$ cat src/sv/fpfa_pkg.sv
// ============================================================================
// fpfa_pkg - shared definitions for the fixed partition fit allocator
// Operation and policy codes, register indexes and the result record.
// ============================================================================
package fpfa_pkg;

    localparam int SLOT_W     = 4;
    localparam int AMOUNT_W   = 16;
    localparam int HOLE_ID_W  = 4;
    localparam int LEFTOVER_W = 16;
    localparam int POLICY_W   = 2;
    localparam int COUNT_W    = 5;
    localparam int CFG_IDX_W  = 2;
    localparam int CFG_DATA_W = 5;

    // operation codes
    localparam logic OP_LOAD  = 1'b0;
    localparam logic OP_ALLOC = 1'b1;

    // fit policies; the spare code behaves as first fit
    localparam logic [POLICY_W-1:0] POLICY_FIRST = 2'd0;
    localparam logic [POLICY_W-1:0] POLICY_BEST  = 2'd1;
    localparam logic [POLICY_W-1:0] POLICY_WORST = 2'd2;

    // configuration register indexes
    localparam logic [CFG_IDX_W-1:0] REG_POLICY = 2'd0;
    localparam logic [CFG_IDX_W-1:0] REG_HOLES  = 2'd1;

    typedef struct packed {
        logic                  granted;
        logic [HOLE_ID_W-1:0]  chosen_hole;
        logic [LEFTOVER_W-1:0] leftover;
    } result_t;

endpackage

$ cat src/sv/fpfa_ram.sv
// ============================================================================
// fpfa_ram - generic single write, single read RAM
// One write port and one read port, read data registered.
// ============================================================================
module fpfa_ram #(
    parameter int WIDTH = 16,
    parameter int DEPTH = 16
) (
    input  logic                                    clk,
    input  logic                                    wr_en,
    input  logic [((DEPTH > 1) ? $clog2(DEPTH) : 1)-1:0] wr_addr,
    input  logic [WIDTH-1:0]                        wr_data,
    input  logic [((DEPTH > 1) ? $clog2(DEPTH) : 1)-1:0] rd_addr,
    output logic [WIDTH-1:0]                        rd_data
);

    logic [WIDTH-1:0] mem_reg [DEPTH];
    logic [WIDTH-1:0] rd_data_reg;

    always_ff @(posedge clk)
    begin
        if (wr_en)
        begin
            mem_reg[wr_addr] <= wr_data;
        end
        rd_data_reg <= mem_reg[rd_addr];
    end

    assign rd_data = rd_data_reg;

endmodule

$ cat src/sv/fpfa_queue.sv
// ============================================================================
// fpfa_queue - short command queue between front and back
// Register based FIFO; push and pop may happen in the same cycle.
// ============================================================================
module fpfa_queue #(
    parameter int WIDTH = 21,
    parameter int DEPTH = 2
) (
    input  logic             clk,
    input  logic             rst_n,
    input  logic             push,
    input  logic [WIDTH-1:0] push_data,
    input  logic             pop,
    output logic [WIDTH-1:0] head,
    output logic             empty,
    output logic             full
);

    localparam int PW = (DEPTH > 1) ? $clog2(DEPTH) : 1;
    localparam int CW = $clog2(DEPTH + 1);

    logic [WIDTH-1:0] store_reg [DEPTH];
    logic [PW-1:0]    wr_ptr_reg, wr_ptr_next;
    logic [PW-1:0]    rd_ptr_reg, rd_ptr_next;
    logic [CW-1:0]    count_reg, count_next;
    logic             do_push, do_pop;

    assign empty   = (count_reg == '0);
    assign full    = (count_reg == CW'(DEPTH));
    assign do_push = push && !full;
    assign do_pop  = pop && !empty;
    assign head    = store_reg[rd_ptr_reg];

    always_comb
    begin
        wr_ptr_next = wr_ptr_reg;
        rd_ptr_next = rd_ptr_reg;
        count_next  = count_reg;
        if (do_push)
        begin
            wr_ptr_next = (wr_ptr_reg == PW'(DEPTH - 1)) ? '0 : wr_ptr_reg + 1'b1;
        end
        if (do_pop)
        begin
            rd_ptr_next = (rd_ptr_reg == PW'(DEPTH - 1)) ? '0 : rd_ptr_reg + 1'b1;
        end
        if (do_push && !do_pop)
        begin
            count_next = count_reg + 1'b1;
        end
        else if (do_pop && !do_push)
        begin
            count_next = count_reg - 1'b1;
        end
    end

    always_ff @(posedge clk or negedge rst_n)
    begin
        if (!rst_n)
        begin
            wr_ptr_reg <= '0;
            rd_ptr_reg <= '0;
            count_reg  <= '0;
        end
        else
        begin
            wr_ptr_reg <= wr_ptr_next;
            rd_ptr_reg <= rd_ptr_next;
            count_reg  <= count_next;
        end
    end

    always_ff @(posedge clk)
    begin
        if (do_push)
        begin
            store_reg[wr_ptr_reg] <= push_data;
        end
    end

endmodule

$ cat src/sv/fpfa_front.sv
// ============================================================================
// fpfa_front - command intake and classification
// Trim the amount, range check the slot, drop stray loads, pack the entry.
// ============================================================================
module fpfa_front #(
    parameter int HOLES     = 16,
    parameter int SIZE_BITS = 16
) (
    input  logic                                   start,
    input  logic                                   full,
    input  logic                                   operation,
    input  logic [fpfa_pkg::SLOT_W-1:0]            slot,
    input  logic [fpfa_pkg::AMOUNT_W-1:0]          amount,
    output logic                                   push,
    output logic [1+((HOLES > 1) ? $clog2(HOLES) : 1)+SIZE_BITS-1:0] entry
);

    localparam int AW = (HOLES > 1) ? $clog2(HOLES) : 1;

    logic                 slot_ok;
    logic [AW-1:0]        addr;
    logic [SIZE_BITS-1:0] amt;

    assign slot_ok = (32'(slot) < HOLES);
    assign addr    = AW'(slot);
    assign amt     = SIZE_BITS'(amount);

    // drop a load aimed beyond the table; it has no effect and no result
    assign push  = start && !full && ((operation == fpfa_pkg::OP_ALLOC) || slot_ok);
    assign entry = {operation, addr, amt};

endmodule

$ cat src/sv/fpfa_back.sv
// ============================================================================
// fpfa_back - command execution
// Write loads into the hole table, scan it for allocations, write back.
// ============================================================================
module fpfa_back #(
    parameter int HOLES     = 16,
    parameter int SIZE_BITS = 16
) (
    input  logic                                   clk,
    input  logic                                   rst_n,
    input  logic                                   q_empty,
    input  logic [1+((HOLES > 1) ? $clog2(HOLES) : 1)+SIZE_BITS-1:0] q_head,
    output logic                                   q_pop,
    input  logic [fpfa_pkg::POLICY_W-1:0]          policy,
    input  logic [fpfa_pkg::COUNT_W-1:0]           holes_in_use,
    output logic                                   wr_en,
    output logic [((HOLES > 1) ? $clog2(HOLES) : 1)-1:0] wr_addr,
    output logic [SIZE_BITS-1:0]                   wr_data,
    output logic [((HOLES > 1) ? $clog2(HOLES) : 1)-1:0] rd_addr,
    input  logic [SIZE_BITS-1:0]                   rd_data,
    output logic                                   done,
    output fpfa_pkg::result_t                      result
);

    localparam int AW = (HOLES > 1) ? $clog2(HOLES) : 1;
    localparam int CW = $clog2(HOLES + 1);
    localparam int EW = 1 + AW + SIZE_BITS;

    localparam logic [1:0] ST_IDLE   = 2'd0;
    localparam logic [1:0] ST_SCAN   = 2'd1;
    localparam logic [1:0] ST_FINISH = 2'd2;

    logic [1:0]           state_reg, state_next;
    logic [SIZE_BITS-1:0] amt_reg, amt_next;
    logic [CW-1:0]        scan_reg, scan_next;
    logic [CW-1:0]        rd_idx_reg, rd_idx_next;
    logic                 pipe_vld_reg, pipe_vld_next;
    logic [AW-1:0]        pipe_idx_reg, pipe_idx_next;
    logic                 vld_rd_reg, vld_rd_next;
    logic                 found_reg, found_next;
    logic [AW-1:0]        pick_reg, pick_next;
    logic [SIZE_BITS-1:0] rest_reg, rest_next;
    logic [HOLES-1:0]     valid_reg;
    logic                 done_reg, done_next;
    fpfa_pkg::result_t    result_reg, result_next;

    logic                 head_op;
    logic [AW-1:0]        head_addr;
    logic [SIZE_BITS-1:0] head_amt;
    logic [CW-1:0]        scan_lim;
    logic [SIZE_BITS-1:0] hole_size;
    logic [SIZE_BITS-1:0] rest;
    logic                 fits, best, worst, first, take, issue, finish;

    assign head_op   = q_head[EW-1];
    assign head_addr = q_head[EW-2 -: AW];
    assign head_amt  = q_head[SIZE_BITS-1:0];

    // clamp the scan length to the table depth
    assign scan_lim = (32'(holes_in_use) > HOLES) ? CW'(HOLES) : CW'(holes_in_use);

    // an entry never written since reset reads as an empty hole
    assign hole_size = vld_rd_reg ? rd_data : '0;
    assign fits      = (hole_size >= amt_reg);
    assign rest      = hole_size - amt_reg;
    assign best      = (policy == fpfa_pkg::POLICY_BEST);
    assign worst     = (policy == fpfa_pkg::POLICY_WORST);
    assign first     = !best && !worst;
    assign take      = pipe_vld_reg && fits &&
                       (!found_reg || (best && (rest < rest_reg)) ||
                        (worst && (rest > rest_reg)));

    assign rd_addr = rd_idx_reg[AW-1:0];
    assign issue   = (state_reg == ST_SCAN) && (rd_idx_reg < scan_reg);
    assign finish  = (!pipe_vld_reg && !issue) || (first && found_reg);

    always_comb
    begin
        state_next    = state_reg;
        amt_next      = amt_reg;
        scan_next     = scan_reg;
        rd_idx_next   = rd_idx_reg;
        pipe_vld_next = 1'b0;
        pipe_idx_next = pipe_idx_reg;
        vld_rd_next   = 1'b0;
        found_next    = found_reg;
        pick_next     = pick_reg;
        rest_next     = rest_reg;
        done_next     = 1'b0;
        result_next   = result_reg;
        q_pop         = 1'b0;
        wr_en         = 1'b0;
        wr_addr       = head_addr;
        wr_data       = head_amt;

        unique case (state_reg)
            ST_IDLE:
            begin
                if (!q_empty)
                begin
                    q_pop = 1'b1;
                    if (head_op == fpfa_pkg::OP_LOAD)
                    begin
                        wr_en = 1'b1;
                    end
                    else
                    begin
                        amt_next    = head_amt;
                        scan_next   = scan_lim;
                        rd_idx_next = '0;
                        found_next  = 1'b0;
                        pick_next   = '0;
                        rest_next   = '0;
                        if (scan_lim == '0)
                        begin
                            done_next   = 1'b1;
                            result_next = '0;
                        end
                        else
                        begin
                            state_next = ST_SCAN;
                        end
                    end
                end
            end
            ST_SCAN:
            begin
                // issue the next read while judging the hole read last cycle
                if (issue)
                begin
                    rd_idx_next = rd_idx_reg + 1'b1;
                    vld_rd_next = valid_reg[rd_addr];
                end
                pipe_vld_next = issue;
                pipe_idx_next = rd_addr;
                if (take)
                begin
                    found_next = 1'b1;
                    pick_next  = pipe_idx_reg;
                    rest_next  = rest;
                end
                if (finish)
                begin
                    state_next = ST_FINISH;
                end
            end
            ST_FINISH:
            begin
                done_next = 1'b1;
                if (found_reg)
                begin
                    wr_en                   = 1'b1;
                    wr_addr                 = pick_reg;
                    wr_data                 = rest_reg;
                    result_next.granted     = 1'b1;
                    result_next.chosen_hole = fpfa_pkg::HOLE_ID_W'(pick_reg);
                    result_next.leftover    = fpfa_pkg::LEFTOVER_W'(rest_reg);
                end
                else
                begin
                    result_next = '0;
                end
                state_next = ST_IDLE;
            end
            default:
            begin
                state_next = ST_IDLE;
            end
        endcase
    end

    always_ff @(posedge clk or negedge rst_n)
    begin
        if (!rst_n)
        begin
            state_reg    <= ST_IDLE;
            pipe_vld_reg <= 1'b0;
            found_reg    <= 1'b0;
            valid_reg    <= '0;
            done_reg     <= 1'b0;
        end
        else
        begin
            state_reg    <= state_next;
            pipe_vld_reg <= pipe_vld_next;
            found_reg    <= found_next;
            done_reg     <= done_next;
            if (wr_en)
            begin
                valid_reg[wr_addr] <= 1'b1;
            end
        end
    end

    always_ff @(posedge clk)
    begin
        amt_reg      <= amt_next;
        scan_reg     <= scan_next;
        rd_idx_reg   <= rd_idx_next;
        pipe_idx_reg <= pipe_idx_next;
        vld_rd_reg   <= vld_rd_next;
        pick_reg     <= pick_next;
        rest_reg     <= rest_next;
        result_reg   <= result_next;
    end

    assign done   = done_reg;
    assign result = result_reg;

endmodule

$ cat src/sv/fixed_partition_fit_allocator.sv
// ============================================================================
// fixed_partition_fit_allocator - first, best and worst fit hole allocator
// Hole table with a command queue between intake and a sequential scanner.
// ============================================================================
// Usage:
//   Command channel: a transaction is taken on a rising edge with start high
//   and busy low. operation selects a hole load (slot, amount) or an
//   allocation of amount bytes. busy rises only when the two-entry command
//   queue is full, so commands may be issued while the scanner works.
//   Result channel: one result per allocation, shown for a single cycle with
//   done high; loads produce none. The receiver cannot stall, so results are
//   never held back and never lost.
//   Configuration: cfg_valid/cfg_ready write policy (index 0) or
//   holes_in_use (index 1); cfg_ready is always high. Write only when idle.
// Timing:
//   A load is written into the table as it leaves the queue. An allocation
//   scans holes_in_use entries clamped to HOLES, then writes back any pick
//   and raises done; first fit stops after the first hit. With nothing to
//   scan, done rises in the cycle straight after the allocation leaves the
//   queue. The hole table RAM yields one entry per cycle to the compare and
//   subtract unit.
// Reset:
//   Empty the queue, return to idle, clear the control and configuration
//   registers and mark every hole invalid so it reads as size zero. No clearing pass is needed.
// ============================================================================
module fixed_partition_fit_allocator #(
    parameter int HOLES     = 16,
    parameter int SIZE_BITS = 16
) (
    input  logic                                  clk,
    input  logic                                  rst_n,
    input  logic                                  start,
    output logic                                  busy,
    input  logic                                  operation,
    input  logic [fpfa_pkg::SLOT_W-1:0]           slot,
    input  logic [fpfa_pkg::AMOUNT_W-1:0]         amount,
    input  logic                                  cfg_valid,
    output logic                                  cfg_ready,
    input  logic [fpfa_pkg::CFG_IDX_W-1:0]        cfg_index,
    input  logic [fpfa_pkg::CFG_DATA_W-1:0]       cfg_data,
    output logic                                  done,
    output logic                                  granted,
    output logic [fpfa_pkg::HOLE_ID_W-1:0]        chosen_hole,
    output logic [fpfa_pkg::LEFTOVER_W-1:0]       leftover
);

    localparam int AW = (HOLES > 1) ? $clog2(HOLES) : 1;
    localparam int EW = 1 + AW + SIZE_BITS;

    // configuration registers
    logic [fpfa_pkg::POLICY_W-1:0] policy_reg;
    logic [fpfa_pkg::COUNT_W-1:0]  holes_reg;

    // queue and table wiring
    logic                 push, pop, q_empty, q_full;
    logic [EW-1:0]        entry, head;
    logic                 wr_en;
    logic [AW-1:0]        wr_addr, rd_addr;
    logic [SIZE_BITS-1:0] wr_data, rd_data;
    fpfa_pkg::result_t    result;

    assign cfg_ready = 1'b1;

    // take configuration writes at any time; unknown indexes are ignored
    always_ff @(posedge clk or negedge rst_n)
    begin
        if (!rst_n)
        begin
            policy_reg <= fpfa_pkg::POLICY_FIRST;
            holes_reg  <= '0;
        end
        else if (cfg_valid && cfg_ready)
        begin
            unique case (cfg_index)
                fpfa_pkg::REG_POLICY: policy_reg <= cfg_data[fpfa_pkg::POLICY_W-1:0];
                fpfa_pkg::REG_HOLES:  holes_reg  <= cfg_data[fpfa_pkg::COUNT_W-1:0];
                default:              ;
            endcase
        end
    end

    // intake: classify and trim each command before queueing
    fpfa_front #(
        .HOLES     (HOLES),
        .SIZE_BITS (SIZE_BITS)
    ) u_front (
        .start     (start),
        .full      (q_full),
        .operation (operation),
        .slot      (slot),
        .amount    (amount),
        .push      (push),
        .entry     (entry)
    );

    // hold commands while the scanner is occupied
    fpfa_queue #(
        .WIDTH (EW),
        .DEPTH (2)
    ) u_queue (
        .clk       (clk),
        .rst_n     (rst_n),
        .push      (push),
        .push_data (entry),
        .pop       (pop),
        .head      (head),
        .empty     (q_empty),
        .full      (q_full)
    );

    assign busy = q_full;

    // execution: loads, fit scan and write-back
    fpfa_back #(
        .HOLES     (HOLES),
        .SIZE_BITS (SIZE_BITS)
    ) u_back (
        .clk          (clk),
        .rst_n        (rst_n),
        .q_empty      (q_empty),
        .q_head       (head),
        .q_pop        (pop),
        .policy       (policy_reg),
        .holes_in_use (holes_reg),
        .wr_en        (wr_en),
        .wr_addr      (wr_addr),
        .wr_data      (wr_data),
        .rd_addr      (rd_addr),
        .rd_data      (rd_data),
        .done         (done),
        .result       (result)
    );

    // hole size table
    fpfa_ram #(
        .WIDTH (SIZE_BITS),
        .DEPTH (HOLES)
    ) u_table (
        .clk     (clk),
        .wr_en   (wr_en),
        .wr_addr (wr_addr),
        .wr_data (wr_data),
        .rd_addr (rd_addr),
        .rd_data (rd_data)
    );

    assign granted     = result.granted;
    assign chosen_hole = result.chosen_hole;
    assign leftover    = result.leftover;

endmodule
$ cat config.mk
export PLATFORM = sky130hd
export DESIGN_NAME = fixed_partition_fit_allocator
export DESIGN_NICKNAME = d
export VERILOG_FILES = /design/src/sv/fpfa_pkg.sv /design/src/sv/fpfa_ram.sv /design/src/sv/fpfa_queue.sv /design/src/sv/fpfa_front.sv /design/src/sv/fpfa_back.sv /design/src/sv/fixed_partition_fit_allocator.sv
export SDC_FILE = /design/constraint.sdc
export NUM_CORES = 1
export LEC_CHECK = 0
export BUFFER_PORTS_ARGS = -buffer_cell sky130_fd_sc_hd__buf_2
export CAP_MARGIN = 20
export CORE_AREA = 2 2 228 230
export DETAILED_ROUTE_END_ITERATION = 16
export DIE_AREA = 0 0 230 232
export PLACE_DENSITY = 0.48
export SLEW_MARGIN = 15
export SYNTH_ARGS = -nofsm -noshare
export SYNTH_HDL_FRONTEND = slang
export SYNTH_SLANG_ARGS = --single-unit
$ cat constraint.sdc
create_clock -name clk -period 6.2 [get_ports clk]
set_input_delay 0 -clock clk [delete_from_list [all_inputs] [get_ports clk]]
set_output_delay 0 -clock clk [all_outputs]
set_load 0.005 [all_outputs]
==> PnR_summary.wiki <==
{| class="wikitable"
! Metric !! Value
|-
| Worst path required time || 6.47 ns
|-
| Final worst path period need || 4.51 ns
|-
| IR drop worst, VDD || 280 uV
|-
| Type of the setup path with the least slack || flip-flop to flip-flop
|-
| Worst Clk Skew || 0.0259 ns
|-
| Portion of total power attributed to combinational logic || 29.5%
|-
| Count of mapped cells out of synthesis || 961
|-
| Final count of hold timing violations || 0
|-
| Placement row count || 83
|-
| Global-route usage over all layers || 15.0%
|-
| Max capacitance violation total || 0
|-
| Count of buffers from port buffering || 54
|-
| Net switching power of the design || 2.92 mW
|-
| Critical-path maximum fanout || 16
|-
| Sequential share of power || 41.4%
|-
| RSZ-0062 raised after global routing || no
|-
| Leakage power || 7.18 nW
|-
| Final ANT Viol Nets || 0
|-
| Share of synthesized area occupied by flip-flops and latches || 71.5%
|-
| Drt first-iter violations || 556
|-
| Global-route track usage on met1 || 20.1%
|-
| Run status || complete, no violations
|-
| Die Area || 53400 um2
|-
| Post-CTS setup-driven buffer insertion count || 0
|-
| Number of synthesized flops with an enable pin || 369
|-
| Unique cell type count in the Yosys netlist || 55
|-
| Final cell utilization of the core || 40.1%
|-
| Overflow after GRT || 0
|-
| Clock Sinks || 418
|-
| Reg clk slew, reported paths || 0.06 ns
|-
| Vias in the first global route || 9147
|-
| Hold buffer count at CTS || 37
|-
| Syn avg cell area || 17.8 um2
|-
| Initial core utilization || 33.6%
|-
| Number of antenna violations at the first check in global routing || 1
|-
| Power Density || 479 nW/um2
|-
| Met2 capacity usage during global routing || 25.4%
|-
| Share of async-settable or async-resettable flops after synthesis || 7.66%
|-
| Routability Congestion || 0.796
|-
| Wire length of the first global-routing pass || 59.0 mm
|-
| Most crowded layer after global routing || met2
|-
| Resize count post-CTS || 0
|-
| Horizontal die dimension || 230 um
|-
| Global routing met3 resource utilization || 2.38%
|-
| Switching Fraction || 29.9%
|-
| DRT Pass-1 Iters || 4
|-
| Net count after synthesis || 1034
|-
| Internal cell power || 6.85 mW
|-
| Final period utilization || 72.8%
|-
| Core region area || 50900 um2
|-
| Number of vias in the routed layout || 8731
|-
| Element type at the critical path end || flip-flop
|-
| Top achievable clock speed || 222 MHz
|-
| Worst hold-check path type || input pin to async pin
|-
| Clock tree from TritonCTS || done
|-
| Leading register cell type out of synthesis || sky130_fd_sc_hd__edfxtp_1
|-
| Routed WL || 39.3 mm
|-
| DPL Wire Length || 24.1 mm
|-
| Post-Syn Area || 17100 um2
|-
| Vertical die dimension || 232 um
|-
| Slew at the pin closest to its max-slew limit || 1.05 ns
|-
| Flip-flop count of the largest register, all copies and words added || 256
|-
| Number of max-slew violations in the final report || 0
|-
| # H-tree levels || 2
|-
| DRC || 0
|-
| Post-Route Setup TNS || 0 ns
|-
| Filler instances || 4610
|-
| Synth-to-Final Area Change || 19.3%
|-
| Max transition margin || 29.8%
|-
| Critical Path Start Type || flip-flop
|-
| Count of nets after finishing || 1179
|-
| Post-synthesis sequential element count || 418
|-
| Power share of the clock group || 29.1%
|-
| Setup-failing EPs final || 0
|-
| Latest clock arrival within the worst-skew pair || 0.57 ns
|-
| Hold slack || 0.0697 ns
|-
| Post-detailed-route via-to-cell ratio || 4.79
|-
| Average wire per cell in the routed design || 21.6 um
|-
| Data arrival time of the critical path || 4.78 ns
|-
| Clock root cell || sky130_fd_sc_hd__clkbuf_16
|-
| Number of I/O pins || 56
|-
| Fraction of layout cells with a size suffix above 1 || 25.6%
|-
| Number of buffers created by CTS || 46
|-
| Total of warnings raised by yosys || 0
|-
| Largest buffer count on any clock path || 3
|-
| Maximum number of pins on one net before global-route repair || 72
|}
final cells by class:
class,instances,area (um2),share of cell area [%]
Clock buffer,58,1250,6.11
Sequential cell,418,12200,59.9
Timing Repair Buffer,135,1010,4.97
Multi-Input combinational cell,455,4560,22.4
Antenna cell,1,2.50,0.0123
Clock inverter,25,318,1.56
Inverter,50,188,0.920
Tap cell,680,851,4.17
worst max-delay path: stages, from the launching register on:
cell	delay (ns)
sky130_fd_sc_hd__dfxtp_1	0.43
sky130_fd_sc_hd__nand2_1	0.12
sky130_fd_sc_hd__ha_1	0.16
sky130_fd_sc_hd__inv_1	0.06
sky130_fd_sc_hd__fa_1	0.43
sky130_fd_sc_hd__a21o_1	0.18
sky130_fd_sc_hd__a21oi_1	0.30
sky130_fd_sc_hd__o221a_2	0.32
sky130_fd_sc_hd__o31ai_1	0.10
sky130_fd_sc_hd__xor2_1	0.21
sky130_fd_sc_hd__ha_1	0.28
sky130_fd_sc_hd__and3_1	0.20
sky130_fd_sc_hd__a221oi_1	0.28
sky130_fd_sc_hd__nor2b_1	0.08
sky130_fd_sc_hd__nor3_1	0.26
sky130_fd_sc_hd__mux2i_1	0.13
sky130_fd_sc_hd__a21oi_2	0.43
sky130_fd_sc_hd__buf_8	0.23
worst paths after layout:
kind | startpoint | end | slack (ns) | cells after the start
setup / recovery | u_back.vld_rd_reg | u_back.rest_reg[6] | 1.69 | 17
hold / removal | rst_n | u_queue.rd_ptr_reg | 0.07 | 2
setup reg to reg | u_back.vld_rd_reg | u_back.rest_reg[6] | 1.69 | 17
hold reg to reg | u_back.valid_reg[3] | u_back.valid_reg[3] | 0.47 | 1
max in group asynchronous | rst_n | u_back.valid_reg[14] | 5.58 | 2
min in group clk | slot[1] | u_queue.store_reg[1][17] | 0.15 | 2
through the flow:
| stage | std cells | power, mW | setup WS, ns | cell area [um2] |
|---|---|---|---|---|
| 6_report | 1822 | 9.77 | 1.69 | 20400 |
| 2_1_floorplan | 961 | 6.02 | 1.59 | 17100 |
| 3_3_place_gp | 1687 | 6.96 | 1.49 | 18300 |
| 4_1_cts | 1818 | 9.90 | 1.40 | 20400 |
| 3_5_place_dp | 1698 | 7.01 | 1.41 | 18400 |
| 5_1_grt | 1821 | 10.3 | 1.28 | 20400 |
cells in the mapped netlist, types with 9 or more instances:
master                     number  area (um2)
sky130_fd_sc_hd__xor2_1         9        78.8
sky130_fd_sc_hd__xnor2_1       12         105
sky130_fd_sc_hd__ha_1          40         500
sky130_fd_sc_hd__a21oi_1       30         150
sky130_fd_sc_hd__o21bai_1      18         135
sky130_fd_sc_hd__inv_1         48         180
sky130_fd_sc_hd__mux4_2        79        1780
sky130_fd_sc_hd__buf_2         11        55.1
sky130_fd_sc_hd__dfrtp_1       32         801
sky130_fd_sc_hd__edfxtp_1     369       11100
sky130_fd_sc_hd__nor2_1        73         274
sky130_fd_sc_hd__clkbuf_1      21        78.8
sky130_fd_sc_hd__dfxtp_1       17         340
sky130_fd_sc_hd__o21ai_0       12        60.1
sky130_fd_sc_hd__and2_1        42         263
sky130_fd_sc_hd__nand2_1       20        75.1
sky130_fd_sc_hd__mux2_2        21         236
metal layers:
metal / share of wire (%) / routed length (um) / vias up
li1: - / - / 4021
met1: 45 / 17700 / 4508
met2: 50 / 19500 / 147
met3: 3.2 / 1250 / 55
met4: 2.0 / 773 / 0
met5: 0 / 0 / -
kinds of logic after synthesis:
family	Yosys count	synth area share [%]
other cells	1	0.0219
flops	418	71.5
simple gates	179	5.17
mux	113	13.1
fa+ha+maj	41	3.04
buf+inv	88	2.24
compound gates	100	3.86
xor+xnor	21	1.08
power by group through the flow:
| stage | logic (mW) | clock network, mW | registers (mW) |
|---|---|---|---|
| final | 2.88 | 2.84 | 4.04 |
| after global routing | 3.21 | 3.03 | 4.09 |
| after CTS | 2.93 | 2.92 | 4.05 |
| after detailed placement | 2.90 | 0 | 4.10 |
| after global placement | 2.85 | 0 | 4.11 |
| after floorplan | 2.00 | 0 | 4.02 |
placed cells by master, fill, tap and decap left out, types with 12 or more instances in the layout:
cell type,count
sky130_fd_sc_hd__and2_1,42
sky130_fd_sc_hd__mux4_2,79
sky130_fd_sc_hd__nor2_2,16
sky130_fd_sc_hd__o21ai_0,12
sky130_fd_sc_hd__ha_1,40
sky130_fd_sc_hd__inv_1,48
sky130_fd_sc_hd__buf_2,54
sky130_fd_sc_hd__xnor2_1,12
sky130_fd_sc_hd__edfxtp_1,369
sky130_fd_sc_hd__nand2_1,20
sky130_fd_sc_hd__mux2_2,21
sky130_fd_sc_hd__clkbuf_16,47
sky130_fd_sc_hd__dfxtp_1,17
sky130_fd_sc_hd__dlygate4sd3_1,37
sky130_fd_sc_hd__dfrtp_1,32
sky130_fd_sc_hd__o21bai_1,18
sky130_fd_sc_hd__buf_4,38
sky130_fd_sc_hd__nor2_1,56
sky130_fd_sc_hd__a21oi_1,27
(Power assumes the default switching activity.)
